## config.mk

```make
export PLATFORM = sky130hd
export DESIGN_NAME = bounding_circle_point_grow
export DESIGN_NICKNAME = d
export VERILOG_FILES = /design/src/rtl/bcpg_pkg.sv /design/src/rtl/bcpg_mul.sv /design/src/rtl/bcpg_csub.sv /design/src/rtl/bounding_circle_point_grow.sv
export SDC_FILE = /design/constraint.sdc
export NUM_CORES = 2
export LEC_CHECK = 0
export BUFFER_PORTS_ARGS = -buffer_cell sky130_fd_sc_hd__buf_2
export CORE_UTILIZATION = 62
export DETAILED_ROUTE_END_ITERATION = 10
export GPL_TIMING_DRIVEN = 0
export PLACE_DENSITY = 0.79
export SETUP_SLACK_MARGIN = 0.02
export SYNTH_ARGS = -nofsm -noshare
export SYNTH_HDL_FRONTEND = slang
export SYNTH_SLANG_ARGS = --single-unit
```

## constraint.sdc

```tcl
create_clock -name clk -period 13 [get_ports clk]
set_clock_uncertainty 0.15 [all_clocks]
set_input_delay 2.6 -clock clk [delete_from_list [all_inputs] [get_ports clk]]
set_output_delay 2.6 -clock clk [all_outputs]
set_load 0.01 [all_outputs]
```

## src/rtl/bcpg_pkg.sv

```systemverilog
// shared types and constants for the bounding circle point grow block
package bcpg_pkg;

    localparam int COORD_W    = 32;
    localparam int RADIUS_W   = 31;
    localparam int ROOT_W     = 33;
    localparam int CSUB_W     = 36;
    localparam int SQRT_STEPS = 33;
    localparam int DIV_STEPS  = 32;
    localparam int CNT_W      = $clog2(SQRT_STEPS);
    localparam int IDX_W      = 2;

    localparam logic [IDX_W-1:0] REG_INIT_CX = 2'd0;
    localparam logic [IDX_W-1:0] REG_INIT_CY = 2'd1;
    localparam logic [IDX_W-1:0] REG_INIT_R  = 2'd2;

    localparam logic [RADIUS_W-1:0] RADIUS_MAX = {RADIUS_W{1'b1}};

    typedef struct packed {
        logic                      first;
        logic signed [COORD_W-1:0] point_x;
        logic signed [COORD_W-1:0] point_y;
    } in_item_t;

    typedef struct packed {
        logic signed [COORD_W-1:0] center_x;
        logic signed [COORD_W-1:0] center_y;
        logic [RADIUS_W-1:0]       radius;
        logic                      grew;
    } out_item_t;

    typedef struct packed {
        logic [CSUB_W-1:0] diff;
        logic              ge;
    } csub_res_t;

endpackage

```

## src/rtl/bcpg_mul.sv

```systemverilog
// shared 32x32 unsigned multiplier with registered product
module bcpg_mul (
    input  logic        clk,
    input  logic [31:0] a,
    input  logic [31:0] b,
    output logic [63:0] p
);

    always_ff @(posedge clk)
    begin
        p <= 64'(a) * 64'(b);
    end

endmodule

```

## src/rtl/bcpg_csub.sv

```systemverilog
// shared compare and subtract step for square root and division
module bcpg_csub (
    input  logic [bcpg_pkg::CSUB_W-1:0] minuend,
    input  logic [bcpg_pkg::CSUB_W-1:0] subtrahend,
    output bcpg_pkg::csub_res_t         res
);

    logic [bcpg_pkg::CSUB_W:0] d;

    assign d        = {1'b0, minuend} - {1'b0, subtrahend};
    assign res.ge   = ~d[bcpg_pkg::CSUB_W];
    assign res.diff = d[bcpg_pkg::CSUB_W-1:0];

endmodule

```

## src/rtl/bounding_circle_point_grow.sv

```systemverilog
// top level: sequencer, circle state and configuration registers
// A point on or inside the circle goes from accept through the squares and the
// compare to the result; a point outside takes five products in all on the shared
// multiplier, a 33-step bit-pair square root and two 32-step long divisions,
// the root and the divisions on one shared compare-subtract unit, one step per
// cycle. in_ready is high only while the sequencer is idle; a finished result
// sits in the output register so the next item can be accepted while it waits.
// Configuration writes take effect on the next item flagged first.
module bounding_circle_point_grow (
    input  logic                           clk,
    input  logic                           rst_n,
    input  logic                           cfg_we,
    input  logic [bcpg_pkg::IDX_W-1:0]     cfg_index,
    input  logic [31:0]                    cfg_data,
    input  logic                           in_valid,
    output logic                           in_ready,
    input  bcpg_pkg::in_item_t             in_data,
    output logic                           out_valid,
    input  logic                           out_ready,
    output bcpg_pkg::out_item_t            out_data
);

    typedef enum logic [3:0] {
        S_IDLE, S_SX, S_SY, S_RR, S_CMP, S_SQRT, S_GROW,
        S_MUL, S_LOAD, S_DIV, S_APPLY, S_OUT
    } state_t;

    state_t state_reg;

    logic signed [31:0] init_cx_reg, init_cy_reg, cx_reg, cy_reg;
    logic [30:0]        init_r_reg, r_reg, nr_reg, growth_reg;
    logic [31:0]        ax_reg, ay_reg, qsh_reg;
    logic               nx_reg, ny_reg, axis_reg, grew_reg, out_valid_reg;
    logic [64:0]        d_reg;
    logic [65:0]        dsh_reg;
    logic [34:0]        rem_reg;
    logic [32:0]        root_reg;
    logic [bcpg_pkg::CNT_W-1:0] cnt_reg;
    bcpg_pkg::out_item_t        out_reg;

    // operand mux for the shared units
    logic [31:0] mul_a, mul_b;
    logic [63:0] prod;
    logic [bcpg_pkg::CSUB_W-1:0] cs_min, cs_sub;
    bcpg_pkg::csub_res_t cs_res;

    always_comb
    begin
        mul_a = '0;
        mul_b = '0;
        case (state_reg)
            S_SX:    begin mul_a = ax_reg; mul_b = ax_reg; end
            S_SY:    begin mul_a = ay_reg; mul_b = ay_reg; end
            S_RR:    begin mul_a = {1'b0, r_reg}; mul_b = {1'b0, r_reg}; end
            S_MUL:   begin mul_a = axis_reg ? ay_reg : ax_reg; mul_b = {1'b0, growth_reg}; end
            default: begin mul_a = '0; mul_b = '0; end
        endcase
    end

    always_comb
    begin
        if (state_reg == S_SQRT)
        begin
            cs_min = {rem_reg[33:0], dsh_reg[65:64]};
            cs_sub = {1'b0, root_reg, 2'b01};
        end
        else
        begin
            cs_min = {2'b00, rem_reg[32:0], qsh_reg[31]};
            cs_sub = {3'b000, root_reg};
        end
    end

    bcpg_mul u_mul (.clk(clk), .a(mul_a), .b(mul_b), .p(prod));
    bcpg_csub u_csub (.minuend(cs_min), .subtrahend(cs_sub), .res(cs_res));

    // difference to the center at accept, with the reload folded in
    logic signed [31:0] cx_eff, cy_eff;
    logic signed [32:0] dx, dy, adx, ady;

    assign cx_eff = in_data.first ? init_cx_reg : cx_reg;
    assign cy_eff = in_data.first ? init_cy_reg : cy_reg;
    assign dx  = 33'(in_data.point_x) - 33'(cx_eff);
    assign dy  = 33'(in_data.point_y) - 33'(cy_eff);
    assign adx = dx[32] ? -dx : dx;
    assign ady = dy[32] ? -dy : dy;

    // new radius from the root
    logic [33:0] rsum;
    logic [30:0] nr;
    assign rsum = {3'b000, r_reg} + {1'b0, root_reg};
    assign nr   = (rsum[33:32] != 2'b00) ? bcpg_pkg::RADIUS_MAX : rsum[31:1];

    // center step with saturation
    logic signed [31:0] base;
    logic signed [32:0] step;
    logic signed [33:0] csum;
    logic signed [31:0] csat;

    assign base = axis_reg ? cy_reg : cx_reg;
    assign step = (axis_reg ? ny_reg : nx_reg) ? -{1'b0, qsh_reg} : {1'b0, qsh_reg};
    assign csum = 34'(base) + 34'(step);
    always_comb
    begin
        if (csum[33:31] == 3'b000 || csum[33:31] == 3'b111)
            csat = csum[31:0];
        else if (csum[33])
            csat = {1'b1, 31'd0};
        else
            csat = {1'b0, {31{1'b1}}};
    end

    // result register loads this cycle
    logic out_load;
    assign out_load = (state_reg == S_OUT) && (!out_valid_reg || out_ready);

    assign in_ready  = (state_reg == S_IDLE);
    assign out_valid = out_valid_reg;
    assign out_data  = out_reg;

    always_ff @(posedge clk or negedge rst_n)
    begin
        if (!rst_n)
        begin
            state_reg     <= S_IDLE;
            init_cx_reg   <= '0;
            init_cy_reg   <= '0;
            init_r_reg    <= '0;
            cx_reg        <= '0;
            cy_reg        <= '0;
            r_reg         <= '0;
            out_valid_reg <= 1'b0;
            cnt_reg       <= '0;
            axis_reg      <= 1'b0;
            grew_reg      <= 1'b0;
        end
        else
        begin
            if (cfg_we)
            begin
                unique case (cfg_index)
                    bcpg_pkg::REG_INIT_CX: init_cx_reg <= cfg_data;
                    bcpg_pkg::REG_INIT_CY: init_cy_reg <= cfg_data;
                    bcpg_pkg::REG_INIT_R:  init_r_reg  <= cfg_data[30:0];
                    default: ;
                endcase
            end

            if (out_valid_reg && out_ready && !out_load)
                out_valid_reg <= 1'b0;

            unique case (state_reg)
                S_IDLE:
                begin
                    if (in_valid)
                    begin
                        if (in_data.first)
                        begin
                            cx_reg <= init_cx_reg;
                            cy_reg <= init_cy_reg;
                            r_reg  <= init_r_reg;
                        end
                        ax_reg    <= adx[31:0];
                        ay_reg    <= ady[31:0];
                        nx_reg    <= dx[32];
                        ny_reg    <= dy[32];
                        state_reg <= S_SX;
                    end
                end
                S_SX:
                    state_reg <= S_SY;
                S_SY:
                begin
                    d_reg     <= {1'b0, prod};
                    state_reg <= S_RR;
                end
                S_RR:
                begin
                    d_reg     <= d_reg + {1'b0, prod};
                    state_reg <= S_CMP;
                end
                S_CMP:
                begin
                    if (d_reg > {1'b0, prod})
                    begin
                        dsh_reg   <= {1'b0, d_reg};
                        rem_reg   <= '0;
                        root_reg  <= '0;
                        cnt_reg   <= '0;
                        state_reg <= S_SQRT;
                    end
                    else
                    begin
                        grew_reg  <= 1'b0;
                        state_reg <= S_OUT;
                    end
                end
                S_SQRT:
                begin
                    rem_reg  <= cs_res.ge ? cs_res.diff[34:0] : cs_min[34:0];
                    root_reg <= {root_reg[31:0], cs_res.ge};
                    dsh_reg  <= {dsh_reg[63:0], 2'b00};
                    cnt_reg  <= cnt_reg + 1'b1;
                    if (cnt_reg == bcpg_pkg::CNT_W'(bcpg_pkg::SQRT_STEPS - 1))
                        state_reg <= S_GROW;
                end
                S_GROW:
                begin
                    nr_reg     <= nr;
                    growth_reg <= nr - r_reg;
                    axis_reg   <= 1'b0;
                    state_reg  <= S_MUL;
                end
                S_MUL:
                    state_reg <= S_LOAD;
                S_LOAD:
                begin
                    // high half is below the divisor since the quotient fits in 32 bits
                    rem_reg   <= {3'b000, prod[63:32]};
                    qsh_reg   <= prod[31:0];
                    cnt_reg   <= '0;
                    state_reg <= S_DIV;
                end
                S_DIV:
                begin
                    rem_reg <= cs_res.ge ? cs_res.diff[34:0] : cs_min[34:0];
                    qsh_reg <= {qsh_reg[30:0], cs_res.ge};
                    cnt_reg <= cnt_reg + 1'b1;
                    if (cnt_reg == bcpg_pkg::CNT_W'(bcpg_pkg::DIV_STEPS - 1))
                        state_reg <= S_APPLY;
                end
                S_APPLY:
                begin
                    if (!axis_reg)
                    begin
                        cx_reg    <= csat;
                        axis_reg  <= 1'b1;
                        state_reg <= S_MUL;
                    end
                    else
                    begin
                        cy_reg    <= csat;
                        r_reg     <= nr_reg;
                        grew_reg  <= 1'b1;
                        state_reg <= S_OUT;
                    end
                end
                S_OUT:
                begin
                    if (out_load)
                    begin
                        out_reg.center_x <= cx_reg;
                        out_reg.center_y <= cy_reg;
                        out_reg.radius   <= r_reg;
                        out_reg.grew     <= grew_reg;
                        out_valid_reg    <= 1'b1;
                        state_reg        <= S_IDLE;
                    end
                end
                default:
                    state_reg <= S_IDLE;
            endcase
        end
    end

    a_accept_starts: assert property (@(posedge clk) disable iff (!rst_n)
        (in_valid && in_ready) |=> (state_reg == S_SX))
        else $error("accepted item did not start the sequence");

    a_div_rem: assert property (@(posedge clk) disable iff (!rst_n)
        (state_reg == S_DIV) |-> (rem_reg < {2'b00, root_reg}))
        else $error("division remainder not below divisor");

    a_out_from_seq: assert property (@(posedge clk) disable iff (!rst_n)
        $rose(out_valid_reg) |-> $past(state_reg == S_OUT))
        else $error("result appeared outside the output state");

    a_sqrt_cnt: assert property (@(posedge clk) disable iff (!rst_n)
        (state_reg == S_SQRT) |-> (cnt_reg < bcpg_pkg::CNT_W'(bcpg_pkg::SQRT_STEPS)))
        else $error("square root step count overrun");

endmodule
```

==> parameters.txt <==
Parameter                              Value

Clocking
  Post-CTS setup buffers ... 0
  Largest buffer count on any clock path ... 3
  CTS tree ... yes
  Number of buffers created by CTS ... 79
  Clock sinks ... 721
  Latest clock arrival within the worst-skew pair ... 730 ps
  Clock transition at path regs ... 60 ps
  Hold Buf Count CTS ... 0
  Root Buffer ... sky130_fd_sc_hd__clkbuf_16
  Maximum level of the CTS H-tree ... 3

Setup path
  Crit Reg-Reg Endpoint ... u_mul.p[61]
  Type of destination of the critical path ... register
  Worst reg-to-reg setup slack ... between 150 and 200 ps
  Data arrival time of the worst path ... roughly 13,000 ps
  Slowest stage cell on the critical path ... sky130_fd_sc_hd__clkbuf_1
  Beginning of the worst register-to-register path ... state_reg[1]
  Path depth of the worst reg2reg path ... 34
  Path type of the worst setup path ... reg -> reg
  Maximum cell stage delay along the critical path ... roughly 1200 ps
  Startpoint Class ... register
  Data required time of the critical path ... 13,460 ps
  Cell with the most instances on the worst path ... sky130_fd_sc_hd__fa_1
  Highest net fanout along the worst path ... 10

Logic synthesis
  Register area share after synthesis ... 25.27%
  EDFF count, synth ... 454
  Yosys synthesis warning count ... 0
  Synthesized area per cell ... about 9.1 µm²
  Post-synthesis cell area ... 79,130 µm²
  Gate count of the mapped netlist ... between 8,000 and 9,000
  Net count of the mapped netlist ... between 10,000 and 15,000
  Predominant post-synthesis flop cell ... sky130_fd_sc_hd__edfxtp_1
  Distinct cell type count of the synthesized netlist ... 100
  Post-synthesis async set-or-reset flop share ... 28.16%
  Flip-flop and latch count after synthesis ... 721

Worst hold path
  Worst hold start ... cx_reg[18]
  Hold path cells ... 0
  Hold worst-path end ... out_data[82]
  Min-delay worst type ... reg -> reg

Die
  Die ar. ... 129,100 µm²
  Number of placed I/O pins ... 202
  Overall die height ... 359.2 µm
  X dimension of the die ... 359.2 µm
  Cell Rows ... 130
  Core Box Area ... about 130,000 µm²
  Starting density of the core ... 62.77%

Finish
  Most common library cell in the layout ignoring fill and taps ... sky130_fd_sc_hd__nand2_1
  Final net count ... 10,560
  Most frequent cells in the layout ... sky130_fd_sc_hd__nand2_1, sky130_fd_sc_hd__inv_1, sky130_fd_sc_hd__nor2_1
  Synthesis-to-layout area growth ... 8.321%
  Share of layout cells above drive strength 1 ... 7.068%
  Number of flip-flops in the largest register ... 96

Routing
  Number of detailed-routing iterations run before antenna repair ... 10
  Count of vias placed by the detailed router ... 70,030
  Final wirelength ... 316,600 µm
  Violation count after the first detailed-route iteration ... 9,447
  Wire per inst ... 29.60 µm
  Vias per cell ... 6.548
  Antenna violation net count after detailed routing ... 0
  DRC violation count after routing ... 0

GRT
  Via count of the first global-routing pass ... 69,480
  Wire length of the first global-routing pass ... 458,600 µm
  Maximum number of pins on one net before global-route repair ... 125
  Total track usage ... between 40% and 50%
  Antenna violations before repair ... 40
  Grt total ovfl ... 0

STA
  Relative slew slack ... -23.22%
  Final number of max-transition violations ... 34
  Final cycle utilization of the critical path ... 98.55%
  Worst setup slack after layout ... 188.9 ps
  Unrepaired setup endpoints after global routing ... no
  Setup TNS ... 0 ps
  Setup Viol. Count Final ... 0
  Crit path time final ... 12,810 ps
  Fmax ... a little under 0.08 GHz
  Worst-margin pin slew ... 1797 ps
  Total count of hold-check failures in the final report ... 0

Placed design
  HPWL Detailed ... ~260,000 µm
  Routability-driven placement congestion ratio ... 1.122
  Pre-CTS setup slack ... -435.1 ps
  Number of port buffers ... 201

Job
  Max-cap violations ... 6

Run status
  Result of the run ... finished, violations left
  Failing checks ... capacitance limit, slew limit

Power
  Pwr/cell area ... 78.87 nW/µm²
  Leak ... slightly below 0.04 µW
  Maximum vdd ir drop ... 115.9 µV
metal layers:
metal	routed length [µm]	share of wire, %	GRT usage [%]	up-vias
li1	-	-	-	29390
met1	112700	36	61.59	34460
met2	131000	41	70.88	4934
met3	47480	15	19.23	1206
met4	24950	7.9	30.29	38
met5	533	0.17	1.147	-
per-stage QoR:
| stage | cells | total power [µW] | cell area, µm² | hold WS, ps | util [%] |
|---|---|---|---|---|---|
| 3_5_place_dp | 10530 | 4300 | 82750 | 341.1 | 65.64 |
| 5_1_grt | 10680 | 6970 | 85670 | 366.0 | 67.96 |
| 3_3_place_gp | 10500 | 4240 | 82200 | 324.3 | 65.21 |
| 6_report | 10700 | 6760 | 85710 | 352.0 | 67.99 |
| 2_1_floorplan | 8649 | 3859 | 79130 | 275.8 | - |
| 4_1_cts | 10680 | 6689 | 85590 | 352.4 | 67.90 |
cell families (layout without fill, tap and decap cells):
kind of cell             after synthesis  count (layout)  synth area share, %
AO/OA/AOI/OAI                       1590            1590                12.79
XOR/XNOR                             364             364                4.048
adder cells (fa/ha/maj)             1491            1491                32.14
buffers and inverters               1533            1911                7.312
flip-flops                           721             721                25.27
multiplexers                         316             316                4.257
other                                  0              18                    0
AND/OR/NAND/NOR                     2634            2634                14.19
cell type report:
type,instances,area [µm²]
Multi-Input combinational cell,6395,53530
Fill cell,10070,40350
Sequential cell,721,19990
Inverter,1123,4215
Clock buffer,104,2266
Tap cell,1650,2064
Buffer,410,1595
Timing Repair Buffer,230,1459
Clock inverter,44,546.8
Antenna cell,18,45.04
where the power goes:
| group | internal [µW] | switching (µW) |
|---|---|---|
| registers | 2620 | 102 |
| logic | 628 | 974 |
| clock network | 1370 | 1060 |
| total | 4630 | 2130 |
worst max-delay path, delay by kind of cell, from the launching register on:
family          cells  cell delay (ps)
fa+ha+maj           9             4580
buf+inv             9             3560
compound gates      8             2150
simple gates        7             1720
flops               1              350
xor+xnor            1              190
Yosys cell counts (35+ instances only):
library cell	n	area share, %
sky130_fd_sc_hd__ha_1	588	9.3
sky130_fd_sc_hd__inv_1	1120	5.3
sky130_fd_sc_hd__nand2_1	1125	5.3
sky130_fd_sc_hd__nor3_1	76	0.48
sky130_fd_sc_hd__nand2b_1	42	0.33
sky130_fd_sc_hd__nand3_1	80	0.51
sky130_fd_sc_hd__o21ai_0	338	2.1
sky130_fd_sc_hd__o22ai_1	36	0.28
sky130_fd_sc_hd__nand4_1	60	0.47
sky130_fd_sc_hd__a221oi_1	46	0.51
sky130_fd_sc_hd__a211oi_1	48	0.46
sky130_fd_sc_hd__xor2_1	123	1.4
sky130_fd_sc_hd__o21a_1	57	0.54
sky130_fd_sc_hd__o21bai_1	64	0.61
sky130_fd_sc_hd__and3_1	78	0.62
sky130_fd_sc_hd__mux2_2	164	2.3
sky130_fd_sc_hd__clkbuf_1	359	1.7
sky130_fd_sc_hd__nor2_1	968	4.6
sky130_fd_sc_hd__o21ai_1	52	0.33
sky130_fd_sc_hd__buf_1	35	0.17
sky130_fd_sc_hd__o211ai_1	40	0.38
sky130_fd_sc_hd__dfrtp_1	203	6.4
sky130_fd_sc_hd__mux2i_1	152	1.9
sky130_fd_sc_hd__a31oi_1	48	0.38
sky130_fd_sc_hd__nor2b_1	42	0.33
sky130_fd_sc_hd__o31ai_1	39	0.37
sky130_fd_sc_hd__a21oi_1	449	2.8
sky130_fd_sc_hd__fa_1	903	23
sky130_fd_sc_hd__dfxtp_1	64	1.6
sky130_fd_sc_hd__xnor2_1	239	2.6
sky130_fd_sc_hd__a21o_1	178	1.7
sky130_fd_sc_hd__edfxtp_1	454	17
worst max-delay path by stage:
| stage | startpoint | slack, ps | endpoint |
|---|---|---|---|
| 4_1_cts | state_reg[0] | 170 | u_mul.p[63] |
| 6_report | state_reg[1] | 190 | u_mul.p[61] |
| 3_3_place_gp | rst_n | -4220 | out_data[55] |
| 2_1_floorplan | rst_n | 2770 | dsh_reg[0] |
| 5_1_grt | state_reg[1] | 100 | u_mul.p[61] |
| 3_5_place_dp | state_reg[0] | -440 | u_mul.p[54] |
what timing repair did:
item	CTS	global route
resized for setup	6	40
endpoints found under the hold margin	0	0
pin swaps	0	0
setup endpoints to repair	9	9
(Power assumes the default switching activity.)
